$ cat config.mk
export PLATFORM = sky130hd
export DESIGN_NAME = imu_serial_frame_parser
export DESIGN_NICKNAME = d
export VERILOG_FILES = /design/src/hw/rtl/ifp_pkg.sv /design/src/hw/rtl/imu_serial_frame_parser.sv
export SDC_FILE = /design/constraint.sdc
export NUM_CORES = 1
export LEC_CHECK = 0
export ABC_AREA = 1
export ABC_CLOCK_PERIOD_IN_PS = 4750
export BUFFER_PORTS_ARGS = -buffer_cell sky130_fd_sc_hd__buf_4
export CORE_MARGIN = 2
export CORE_UTILIZATION = 54
export CTS_CLUSTER_SIZE = 10
export DETAILED_ROUTE_END_ITERATION = 8
export GPL_ROUTABILITY_DRIVEN = 0
export MAX_ROUTING_LAYER = met4
export PLACE_DENSITY_LB_ADDON = 0.1
export SLEW_MARGIN = 0
export SYNTH_ARGS = -nofsm -noshare
export SYNTH_HDL_FRONTEND = slang
export SYNTH_SLANG_ARGS = --single-unit
$ cat constraint.sdc
create_clock -name clk_i -period 4.75 [get_ports clk_i]
set_clock_uncertainty 0.15 [all_clocks]
set_input_delay 0.7125 -clock clk_i [delete_from_list [all_inputs] [get_ports clk_i]]
set_output_delay 0.7125 -clock clk_i [all_outputs]
set_load 0.02 [all_outputs]
$ cat src/hw/rtl/ifp_pkg.sv
// Package for the serial frame parser: header codes, size limits,
// parser phase and result status types. No dependencies.
package ifp_pkg;

  localparam int unsigned MAX_PAYLOAD = 32;

  localparam logic [7:0] HEAD_FIRST  = 8'h55;
  localparam logic [7:0] HEAD_UPLOAD = 8'h55;
  localparam logic [7:0] HEAD_ACK    = 8'hAF;

  typedef enum logic [2:0] {
    PH_HEAD_L,
    PH_HEAD_H,
    PH_ID,
    PH_LEN,
    PH_DATA,
    PH_SUM,
    PH_PLAY
  } phase_e;

  typedef enum logic [1:0] {
    ST_PENDING,
    ST_GOOD,
    ST_ERROR
  } status_e;

endpackage

$ cat src/hw/rtl/imu_serial_frame_parser.sv
// Serial frame parser: header, id, length, payload and 8-bit sum check,
// with a payload memory replayed after a good check byte.
// Depends on ifp_pkg.
//
// Usage:
//   Input channel: one received byte per word on rx_byte_i, in_valid_i/in_ready_o.
//   Output channel: one result per word, out_valid_o/out_ready_i, fields on
//   status_o, frame_kind_o, frame_id_o, payload_len_o, byte_index_o,
//   payload_byte_o and last_o.
//   Every accepted byte gives exactly one result, except the check byte of a
//   good frame with a nonzero length, which gives one result per payload byte.
//   Results are registered: a result appears in the cycle after its byte is
//   accepted; the first payload word of a good frame passes through the memory
//   read register and then the output register after its check byte.
//   Throughput: one byte per cycle while parsing and the output is not stalled.
//   The replay of a good frame reads the payload memory once per cycle while
//   the receiver takes each word, and input is held off until the replay ends.
//   When the receiver stalls, the output register holds its word and the
//   input side stops accepting until that word is taken.
//   Reset: parser hunts for the first header byte, the output register is
//   empty. The payload memory is not cleared; it is only read after a write.
module imu_serial_frame_parser #(
  parameter int unsigned MaxPayload = ifp_pkg::MAX_PAYLOAD
) (
  input  logic       clk_i,
  input  logic       rst_ni,
  input  logic       in_valid_i,
  output logic       in_ready_o,
  input  logic [7:0] rx_byte_i,
  output logic       out_valid_o,
  input  logic       out_ready_i,
  output logic [1:0] status_o,
  output logic       frame_kind_o,
  output logic [7:0] frame_id_o,
  output logic [5:0] payload_len_o,
  output logic [4:0] byte_index_o,
  output logic [7:0] payload_byte_o,
  output logic       last_o
);
  import ifp_pkg::*;

  localparam int unsigned AW = (MaxPayload > 1) ? $clog2(MaxPayload) : 1;
  localparam int unsigned LW = $clog2(MaxPayload + 1);
  localparam int unsigned CW = LW + 1;

  phase_e          phase_q, phase_d;
  logic            kind_q, kind_d;
  logic [7:0]      id_q, id_d;
  logic [LW-1:0]   len_q, len_d;
  logic [AW-1:0]   cnt_q, cnt_d;
  logic [7:0]      sum_q, sum_d;
  logic [AW-1:0]   idx_q, idx_d;

  logic            out_valid_q;
  status_e         status_q, status_d;
  logic            kind_out_q, kind_out_d;
  logic [7:0]      id_out_q, id_out_d;
  logic [5:0]      len_out_q, len_out_d;
  logic [4:0]      idx_out_q, idx_out_d;
  logic [7:0]      byte_out_q, byte_out_d;
  logic            last_out_q, last_out_d;
  logic            load_out;

  logic [7:0]      mem_q [MaxPayload];
  logic [7:0]      rdata_q;
  logic            mem_we, mem_re;
  logic [AW-1:0]   mem_wa, mem_ra;

  logic            out_free, in_fire, play_last, data_last;
  logic [7:0]      sum_add;

  assign out_free   = !out_valid_q || out_ready_i;
  assign in_ready_o = out_free && (phase_q != PH_PLAY);
  assign in_fire    = in_valid_i && in_ready_o;
  assign sum_add    = sum_q + rx_byte_i;
  assign play_last  = (CW'(idx_q) + CW'(1)) == CW'(len_q);
  assign data_last  = (CW'(cnt_q) + CW'(1)) >= CW'(len_q);

  // next state
  always_comb begin
    phase_d = phase_q;
    kind_d  = kind_q;
    id_d    = id_q;
    len_d   = len_q;
    cnt_d   = cnt_q;
    sum_d   = sum_q;
    idx_d   = idx_q;
    unique case (phase_q)
      PH_HEAD_L: begin
        if (in_fire && rx_byte_i == HEAD_FIRST) begin
          sum_d   = rx_byte_i;
          phase_d = PH_HEAD_H;
        end
      end
      PH_HEAD_H: begin
        if (in_fire) begin
          if (rx_byte_i == HEAD_UPLOAD || rx_byte_i == HEAD_ACK) begin
            kind_d  = (rx_byte_i == HEAD_ACK);
            sum_d   = sum_add;
            phase_d = PH_ID;
          end else begin
            phase_d = PH_HEAD_L;
          end
        end
      end
      PH_ID: begin
        if (in_fire) begin
          id_d    = rx_byte_i;
          sum_d   = sum_add;
          phase_d = PH_LEN;
        end
      end
      PH_LEN: begin
        if (in_fire) begin
          if ({1'b0, rx_byte_i} > 9'(MaxPayload)) begin
            phase_d = PH_HEAD_L;
          end else begin
            len_d   = LW'(rx_byte_i);
            sum_d   = sum_add;
            cnt_d   = '0;
            phase_d = (rx_byte_i == 8'd0) ? PH_SUM : PH_DATA;
          end
        end
      end
      PH_DATA: begin
        if (in_fire) begin
          sum_d = sum_add;
          if (data_last) begin
            cnt_d   = '0;
            phase_d = PH_SUM;
          end else begin
            cnt_d = cnt_q + AW'(1);
          end
        end
      end
      PH_SUM: begin
        if (in_fire) begin
          idx_d = '0;
          if (rx_byte_i == sum_q && len_q != '0) begin
            phase_d = PH_PLAY;
          end else begin
            phase_d = PH_HEAD_L;
          end
        end
      end
      PH_PLAY: begin
        if (out_free) begin
          if (play_last) begin
            phase_d = PH_HEAD_L;
          end else begin
            idx_d = idx_q + AW'(1);
          end
        end
      end
      default: begin
        phase_d = PH_HEAD_L;
      end
    endcase
  end

  // outputs and memory control
  always_comb begin
    load_out   = 1'b0;
    status_d   = ST_PENDING;
    kind_out_d = 1'b0;
    id_out_d   = 8'd0;
    len_out_d  = 6'd0;
    idx_out_d  = 5'd0;
    byte_out_d = 8'd0;
    last_out_d = 1'b1;
    mem_we     = 1'b0;
    mem_wa     = cnt_q;
    mem_re     = 1'b0;
    mem_ra     = '0;
    unique case (phase_q)
      PH_HEAD_L, PH_ID: begin
        load_out = in_fire;
      end
      PH_HEAD_H: begin
        load_out = in_fire;
        if (rx_byte_i != HEAD_UPLOAD && rx_byte_i != HEAD_ACK) begin
          status_d = ST_ERROR;
        end
      end
      PH_LEN: begin
        load_out = in_fire;
        if ({1'b0, rx_byte_i} > 9'(MaxPayload)) begin
          status_d = ST_ERROR;
        end
      end
      PH_DATA: begin
        load_out = in_fire;
        mem_we   = in_fire;
      end
      PH_SUM: begin
        if (rx_byte_i != sum_q) begin
          load_out = in_fire;
          status_d = ST_ERROR;
        end else if (len_q == '0) begin
          load_out   = in_fire;
          status_d   = ST_GOOD;
          kind_out_d = kind_q;
          id_out_d   = id_q;
        end else begin
          mem_re = in_fire;
        end
      end
      PH_PLAY: begin
        load_out   = out_free;
        status_d   = ST_GOOD;
        kind_out_d = kind_q;
        id_out_d   = id_q;
        len_out_d  = 6'(len_q);
        idx_out_d  = 5'(idx_q);
        byte_out_d = rdata_q;
        last_out_d = play_last;
        mem_re     = out_free && !play_last;
        mem_ra     = idx_q + AW'(1);
      end
      default: begin
        load_out = in_fire;
        status_d = ST_ERROR;
      end
    endcase
  end

  always_ff @(posedge clk_i or negedge rst_ni) begin
    if (!rst_ni) begin
      phase_q     <= PH_HEAD_L;
      kind_q      <= 1'b0;
      id_q        <= 8'd0;
      len_q       <= '0;
      cnt_q       <= '0;
      sum_q       <= 8'd0;
      idx_q       <= '0;
      out_valid_q <= 1'b0;
    end else begin
      phase_q <= phase_d;
      kind_q  <= kind_d;
      id_q    <= id_d;
      len_q   <= len_d;
      cnt_q   <= cnt_d;
      sum_q   <= sum_d;
      idx_q   <= idx_d;
      if (load_out) begin
        out_valid_q <= 1'b1;
      end else if (out_ready_i) begin
        out_valid_q <= 1'b0;
      end
    end
  end

  always_ff @(posedge clk_i) begin
    if (load_out) begin
      status_q   <= status_d;
      kind_out_q <= kind_out_d;
      id_out_q   <= id_out_d;
      len_out_q  <= len_out_d;
      idx_out_q  <= idx_out_d;
      byte_out_q <= byte_out_d;
      last_out_q <= last_out_d;
    end
  end

  always_ff @(posedge clk_i) begin
    if (mem_we) begin
      mem_q[mem_wa] <= rx_byte_i;
    end
  end

  always_ff @(posedge clk_i) begin
    if (mem_re) begin
      rdata_q <= mem_q[mem_ra];
    end
  end

  assign out_valid_o    = out_valid_q;
  assign status_o       = status_q;
  assign frame_kind_o   = kind_out_q;
  assign frame_id_o     = id_out_q;
  assign payload_len_o  = len_out_q;
  assign byte_index_o   = idx_out_q;
  assign payload_byte_o = byte_out_q;
  assign last_o         = last_out_q;

  a_single_is_last: assert property (@(posedge clk_i) disable iff (!rst_ni)
    (out_valid_q && status_q != ST_GOOD) |-> last_out_q)
    else $error("pending or error word without last");

  a_play_len: assert property (@(posedge clk_i) disable iff (!rst_ni)
    (phase_q == PH_PLAY) |-> (len_q != '0 && CW'(idx_q) < CW'(len_q)))
    else $error("replay index outside frame length");

  a_play_continues: assert property (@(posedge clk_i) disable iff (!rst_ni)
    (out_valid_q && out_ready_i && status_q == ST_GOOD && !last_out_q)
      |=> (out_valid_q && status_q == ST_GOOD))
    else $error("payload run broken");

endmodule
# ---- Word-level counts from Yosys, hierarchy flattened
# Memory sizes are Yosys's and may differ from the RTL's. A register that Yosys moved wholly into a read port is not among the register bits.
# Index checks and enable logic that the tools add are counted.
dict set report totals {
  ram_bits 256
  output_inout_bits 33
  reg_bits 68
  word_cells 131
  n_memories 1
}
# name depth width read_ports rd_ports_with_merged_regs wr line
set memory_table {}
lappend memory_table {mem_q 32 8 1 1 1 imu_serial_frame_parser.sv:64} ;# logic [7:0] mem_q [MaxPayload];
dict set report classes {
  mux 53
  bitwise_logic 1
  n_reduce_logical 27
  n_addsub 5
  eq_ne 27
  order_cmp 2
}
# cell n
set ops {}
lappend ops {{two-way mux 8 bit} 8}
lappend ops {{two-way mux 5 bit} 8}
lappend ops {{two-way mux 3 bit} 11}
lappend ops {{case mux 8 bit (4 select lines)} 1}
lappend ops {{inequality test 2 bit (second input constant)} 12}
lappend ops {{case mux 3 bit (7 select lines)} 1}
lappend ops {{case mux 5 bit (2 select lines)} 2}
lappend ops {{case mux 8 bit (2 select lines)} 1}
lappend ops {{two-way mux 1 bit} 13}
lappend ops {{adder 5 x 1 -> 6 bit (second input constant)} 2}
lappend ops {{adder 5 x 1 -> 5 bit (second input constant)} 2}
lappend ops {{case mux 2 bit (5 select lines)} 1}
lappend ops {{equality test 3 bit (second input constant)} 3}
lappend ops {{AND reduction 9 bit} 1}
lappend ops {{adder 8 bit} 1}
lappend ops {{equality test 8 x 7 -> 1 bit (second input constant)} 1}
lappend ops {{equality test 8 bit} 1}
lappend ops {{equality test 8 bit (second input constant)} 1}
lappend ops {{> comparator 8 x 6 -> 1 bit (second input constant)} 1}
lappend ops {{logical NOT 8 bit} 1}
lappend ops {{two-way mux 2 bit} 4}
lappend ops {{inequality test 8 x 7 -> 1 bit (second input constant)} 1}
lappend ops {{inequality test 8 bit} 1}
lappend ops {{inequality test 8 bit (second input constant)} 1}
lappend ops {{22 further kinds} 36}

# ---- Longest topological paths before layout
dict set report logic_depth {
  depth_word 8
  ltp_mapped 14
  ltp_nobuf 13
}

# ---- Worst setup path before layout
# OpenSTA, ideal clock, no wires.
dict set report synth_timing {
  path_type {in2reg}
  startpoint {input port rx_byte_i[2]}
  endpoint {register idx_out_q[0], in the netlist byte_index_o[0] (enable)}
  setup_time_ns 0.431
  path_buffers 1
  cell_stages 8
  arrival_time_ns 3.132
  setup_slack_ns 1.037
  path_cell_list {ha_1 clkbuf_1 nor3_1 nand4_1 nor2_2 nand2_1 inv_1 o22ai_1}
}
dict set report synth_between {
  elab_chain_cells 3
}
# item line
set synth_lines {}
lappend synth_lines {{from (decl)} imu_serial_frame_parser.sv:29} ;# input logic [7:0] rx_byte_i,
lappend synth_lines {{inequality test 8 bit} imu_serial_frame_parser.sv:196} ;# if (rx_byte_i != sum_q) begin
lappend synth_lines {{two-way mux 1 bit} imu_serial_frame_parser.sv:196}
lappend synth_lines {{case mux 1 bit (2 select lines)} imu_serial_frame_parser.sv:175} ;# unique case (phase_q)
lappend synth_lines {{via load_out} imu_serial_frame_parser.sv:62} ;# logic load_out;
lappend synth_lines {{to (signal assigned)} imu_serial_frame_parser.sv:259} ;# idx_out_q <= idx_out_d;
lappend synth_lines {{to (decl)} imu_serial_frame_parser.sv:59} ;# logic [4:0] idx_out_q, idx_out_d;
# The timed path passes the listed nets, and every way through them passes these cells.
# A chain may end at the register's enable or synchronous reset.

# ---- Worst setup path after layout
dict set report layout_timing {
  startpoint {register idx_q[1]}
  endpoint {register rdata_q[2] (read register of mem_q), data pin}
}
dict set report layout_between {
  elab_chain_cells 5
  word_cells_on_any_way 7
  cone_classes {add/sub: 2; eq/ne: 1; mux: 2; reduce/logical: 2}
}
# item line
set layout_lines {}
lappend layout_lines {{from (decl)} imu_serial_frame_parser.sv:52} ;# logic [AW-1:0] idx_q, idx_d;
lappend layout_lines {{from (signal assigned)} imu_serial_frame_parser.sv:244} ;# idx_q <= idx_d;
lappend layout_lines {{adder 5 x 1 -> 6 bit} imu_serial_frame_parser.sv:76} ;# assign play_last = (CW'(idx_q) + CW'(1)) == CW'(len_q);
lappend layout_lines {{equality test 6 bit} imu_serial_frame_parser.sv:76}
lappend layout_lines {{logical NOT 1 bit} imu_serial_frame_parser.sv:217} ;# mem_re = out_free && !play_last;
lappend layout_lines {{logical AND 1 bit} imu_serial_frame_parser.sv:217}
lappend layout_lines {{case mux 1 bit (2 select lines)} imu_serial_frame_parser.sv:175}
lappend layout_lines {{to (decl)} imu_serial_frame_parser.sv:65} ;# logic [7:0] rdata_q;
# Several ways; a longest one is shown, not always the timed one.

==> impl_metrics.csv <==
group,metric,value,unit
power_and_ir_drop,total_leakage_power,6.446,nW
placement,io_buffers,44,
grt,grt_usage,24.59,%
grt,overflow,0,
sta,rsz0062_at_grt,"false",
synthesis,ys_ff_latch,332,
sta,slew_headroom,17.73,%
worst_setup_path,arrival,3.23,ns
synthesis,synth_top_cell_area_share,60.57,%
flow_run,maxCapViolations,0,
floorplanning,num_io_pins,45,
route,via_per_inst,5.547,
sta,slew_viol_final,0,
clock_network,cts_sinks,332,
finish,nets,1440,
floorplanning,die_width,168.6,microns
worst_setup_path,critPathLaunchType,"flop",
clock_network,cts_buffers,39,
floorplanning,die_area,28420,sq um
sta,fmax,0.3202,GHz
sta,tightest_slew,1.225,ns
synthesis,synth_flop_cell,"edfxtp_1",
clock_network,cts_tree,"built",
finish,syn2layout_area_growth,11.04,%
synthesis,seq_area_frac_synth,66.90,%
sta,hold_viol_final,0,
worst_setup_path,max_stage_delay,0.68,ns
clock_network,cts_buffer_depth,3,
clock_network,holdBufCountCts,0,
route,first_iter_violations,857,
worst_setup_path,r2r-start,"idx_q[1]$_DFFE_PN0P_",
finish,fillerInstances,2205,
finish,post-route-util,60.59,%
route,drc,0,
route,antenna_left,0,
finish,final_layout_size_suffix_gt1_share,8.287,%
power_and_ir_drop,power.density,391.3,nW/um^2
placement,dp_hpwl,20.13,mm
route,wl_per_cell,18.60,microns
route,drt-total-wl,32.82,mm
clock_network,clk_pin_slew,0.05,ns
clock_network,clock_latency,0.52,ns
synthesis,synth-edff-count,295,
worst_setup_path,endpoint_kind,"flop",
finish,diodes,0,
synthesis,synthesis.area,14630,sq um
clock_network,post_cts_buffers,0,
worst_setup_path,r2r_setup_slack,1.63,ns
worst_setup_path,setup.worst_path.class,"flop to flop",
power_and_ir_drop,irDropWorstVdd,0.0003472,V
synthesis,ys_top_cells_by_area,"edfxtp_1 (61%), nand2_1 (9.1%), dfrtp_1 (6.3%), nand3_1 (4.6%), inv_1 (3.6%)",
worst_hold_path,hp-class,"primary input to async pin",
sta,setup_tns,0,ns
synthesis,ys_types,40,
worst_setup_path,worstPathMaxFanout,27,
sta,fin_crit,3.123,ns
worst_setup_path,crit_required,4.86,ns
grt,grt_pass1_vias,9524,
worst_setup_path,crit_slowest_cell,"inv_1",
clock_network,cts_root_buffer,"clkbuf_16",
outcome,status,"finished, final reports clean",
worst_setup_path,path_common_cell,"nand2_1",
synthesis,synth_fp_nets,1399,
worst_setup_path,reg2reg_depth,11,
grt,grt_max_degree,97,
grt,grt_pass1_wl,52.39,mm
synthesis,postSynthCellCount,1368,
synthesis,yosys.area.top_type,"edfxtp_1",
clock_network,ctsResizeCount,0,
worst_setup_path,r2r-end,"rdata_q[2]$_DFFE_PP_",
floorplanning,start_util,54.57,%
synthesis,syn_area_per_cell,10.69,sq um
grt,antenna_found_initial,0,
floorplanning,core_area,26800,sq um
route,num_vias,9791,
worst_setup_path,worstPathCellList,"ha_1 > inv_1 > nand2_1 > nand2_2 > nor2_4 > inv_1 > nand3_1 > nand3_1 > nand2_1 > nand2_1 > nand2_1",
floorplanning,row_count,60,
synthesis,yosys_warnings,0,
sta,setup_viol,0,
clock_network,htreeDepth,2,
sta,min_period_over_period,65.75,%
synthesis,async_flop_share,11.14,%
floorplanning,die_height,168.6,microns
route,drt_first_pass_iters,8,
[report_power, final]
group / leakage, nW / internal (mW) / switching [mW]
clock: 0.504 / 1.49 / 1.05
sequential: 3.16 / 3.25 / 0.0519
combinational: 2.78 / 0.174 / 0.332
[metal layers]
metal	GRT usage [%]	vias up	wire length [microns]
met4	7.721	0	841
met5	-	-	0
met2	38.38	326	15330
met3	3.250	57	1986
met1	34.11	4676	14660
li1	-	4732	-
[critical path, delay by kind of cell (launching register included)]
family / cells / cell delay [ns]
fa+ha+maj: 1 / 0.23
buf+inv: 2 / 0.74
simple gates: 8 / 1.30
flops: 1 / 0.44
[how the worst max path moves through the flow]
stage	start	endpoint	slack (ns)	cells past startpoint
after detailed placement	rx_byte_i[1]	rdata_q[5]$_DFFE_PP_	1.34	7
after CTS	idx_q[1]$_DFFE_PN0P_	rdata_q[2]$_DFFE_PP_	1.64	11
after global routing	idx_q[1]$_DFFE_PN0P_	rdata_q[7]$_DFFE_PP_	1.41	11
final	idx_q[1]$_DFFE_PN0P_	rdata_q[2]$_DFFE_PP_	1.63	11
after floorplan	rx_byte_i[2]	byte_index_o[0]$_SDFFCE_PP0P_	1.04	8
after global placement	rx_byte_i[1]	rdata_q[0]$_DFFE_PP_	1.38	7
[layout make-up]
type                    count  area, sq um  share of cell area, %
inverters                 148        555.5                  3.421
multi-input cells         835         4030                  24.82
repair buffers             53        397.9                  2.450
clock buffers              54         1032                  6.356
flip-flops and latches    332         9784                  60.25
clock inverters             2        12.51                0.07705
well taps                 341        426.7                  2.627
[stage by stage]
step                cells  total power [mW]  hold slack [ns]  worst slack, ns  cell area (sq um)
floorplan            1368             3.698           0.2669            1.037              14630
global placement     1709             3.859           0.3169            1.384              15190
detailed placement   1709             3.869           0.3229            1.342              15190
CTS                  1765             6.399          0.03154            1.641              16240
global route         1765             6.597          0.05245            1.409              16240
finish               1765             6.354          0.02066            1.627              16240
[flip-flops by register name, indices dropped and copies added, names as in the netlist, 2 cells and up]
register        flops
sum_q               8
len_q               6
status_o            2
byte_index_o        5
rdata_q             8
mem_q             256
phase_q             3
cnt_q               5
payload_byte_o      8
id_q                8
idx_q               5
payload_len_o       6
frame_id_o          8
[synthesized netlist by cell type (9+ instances only)]
cell type	instances
nand2_1	356
edfxtp_1	295
inv_1	141
nand3_1	135
nor2_1	130
o21ai_0	67
o211ai_1	65
dfrtp_1	37
buf_2	27
ha_1	18
clkbuf_1	16
nand4_1	9
[cells by family after synthesis]
logic type               count (synthesis)  share of synthesized area (%)
AND/OR/NAND/NOR                        658                          18.88
buffers and inverters                  201                          5.621
AO/OA/AOI/OAI                          151                          6.502
XOR/XNOR                                 7                         0.4192
flip-flops                             332                          66.90
adder cells (fa/ha/maj)                 19                          1.677
[cell usage in the layout, fill, tap and decap left out, types with 3 or more instances in the layout]
master / instances
nand3_1: 135
nand2_2: 6
clkbuf_16: 39
nand3b_1: 3
clkbuf_1: 15
clkinv_1: 3
o211ai_1: 65
edfxtp_1: 295
ha_1: 18
buf_4: 53
nor2_4: 4
xor2_1: 6
nor3_1: 6
dfrtp_1: 37
o21ai_0: 67
inv_1: 141
nor2_1: 130
a21oi_1: 7
inv_2: 5
nand2_1: 356
nand4_1: 9
nor2_2: 4
Power figures use the tool's default switching activity.
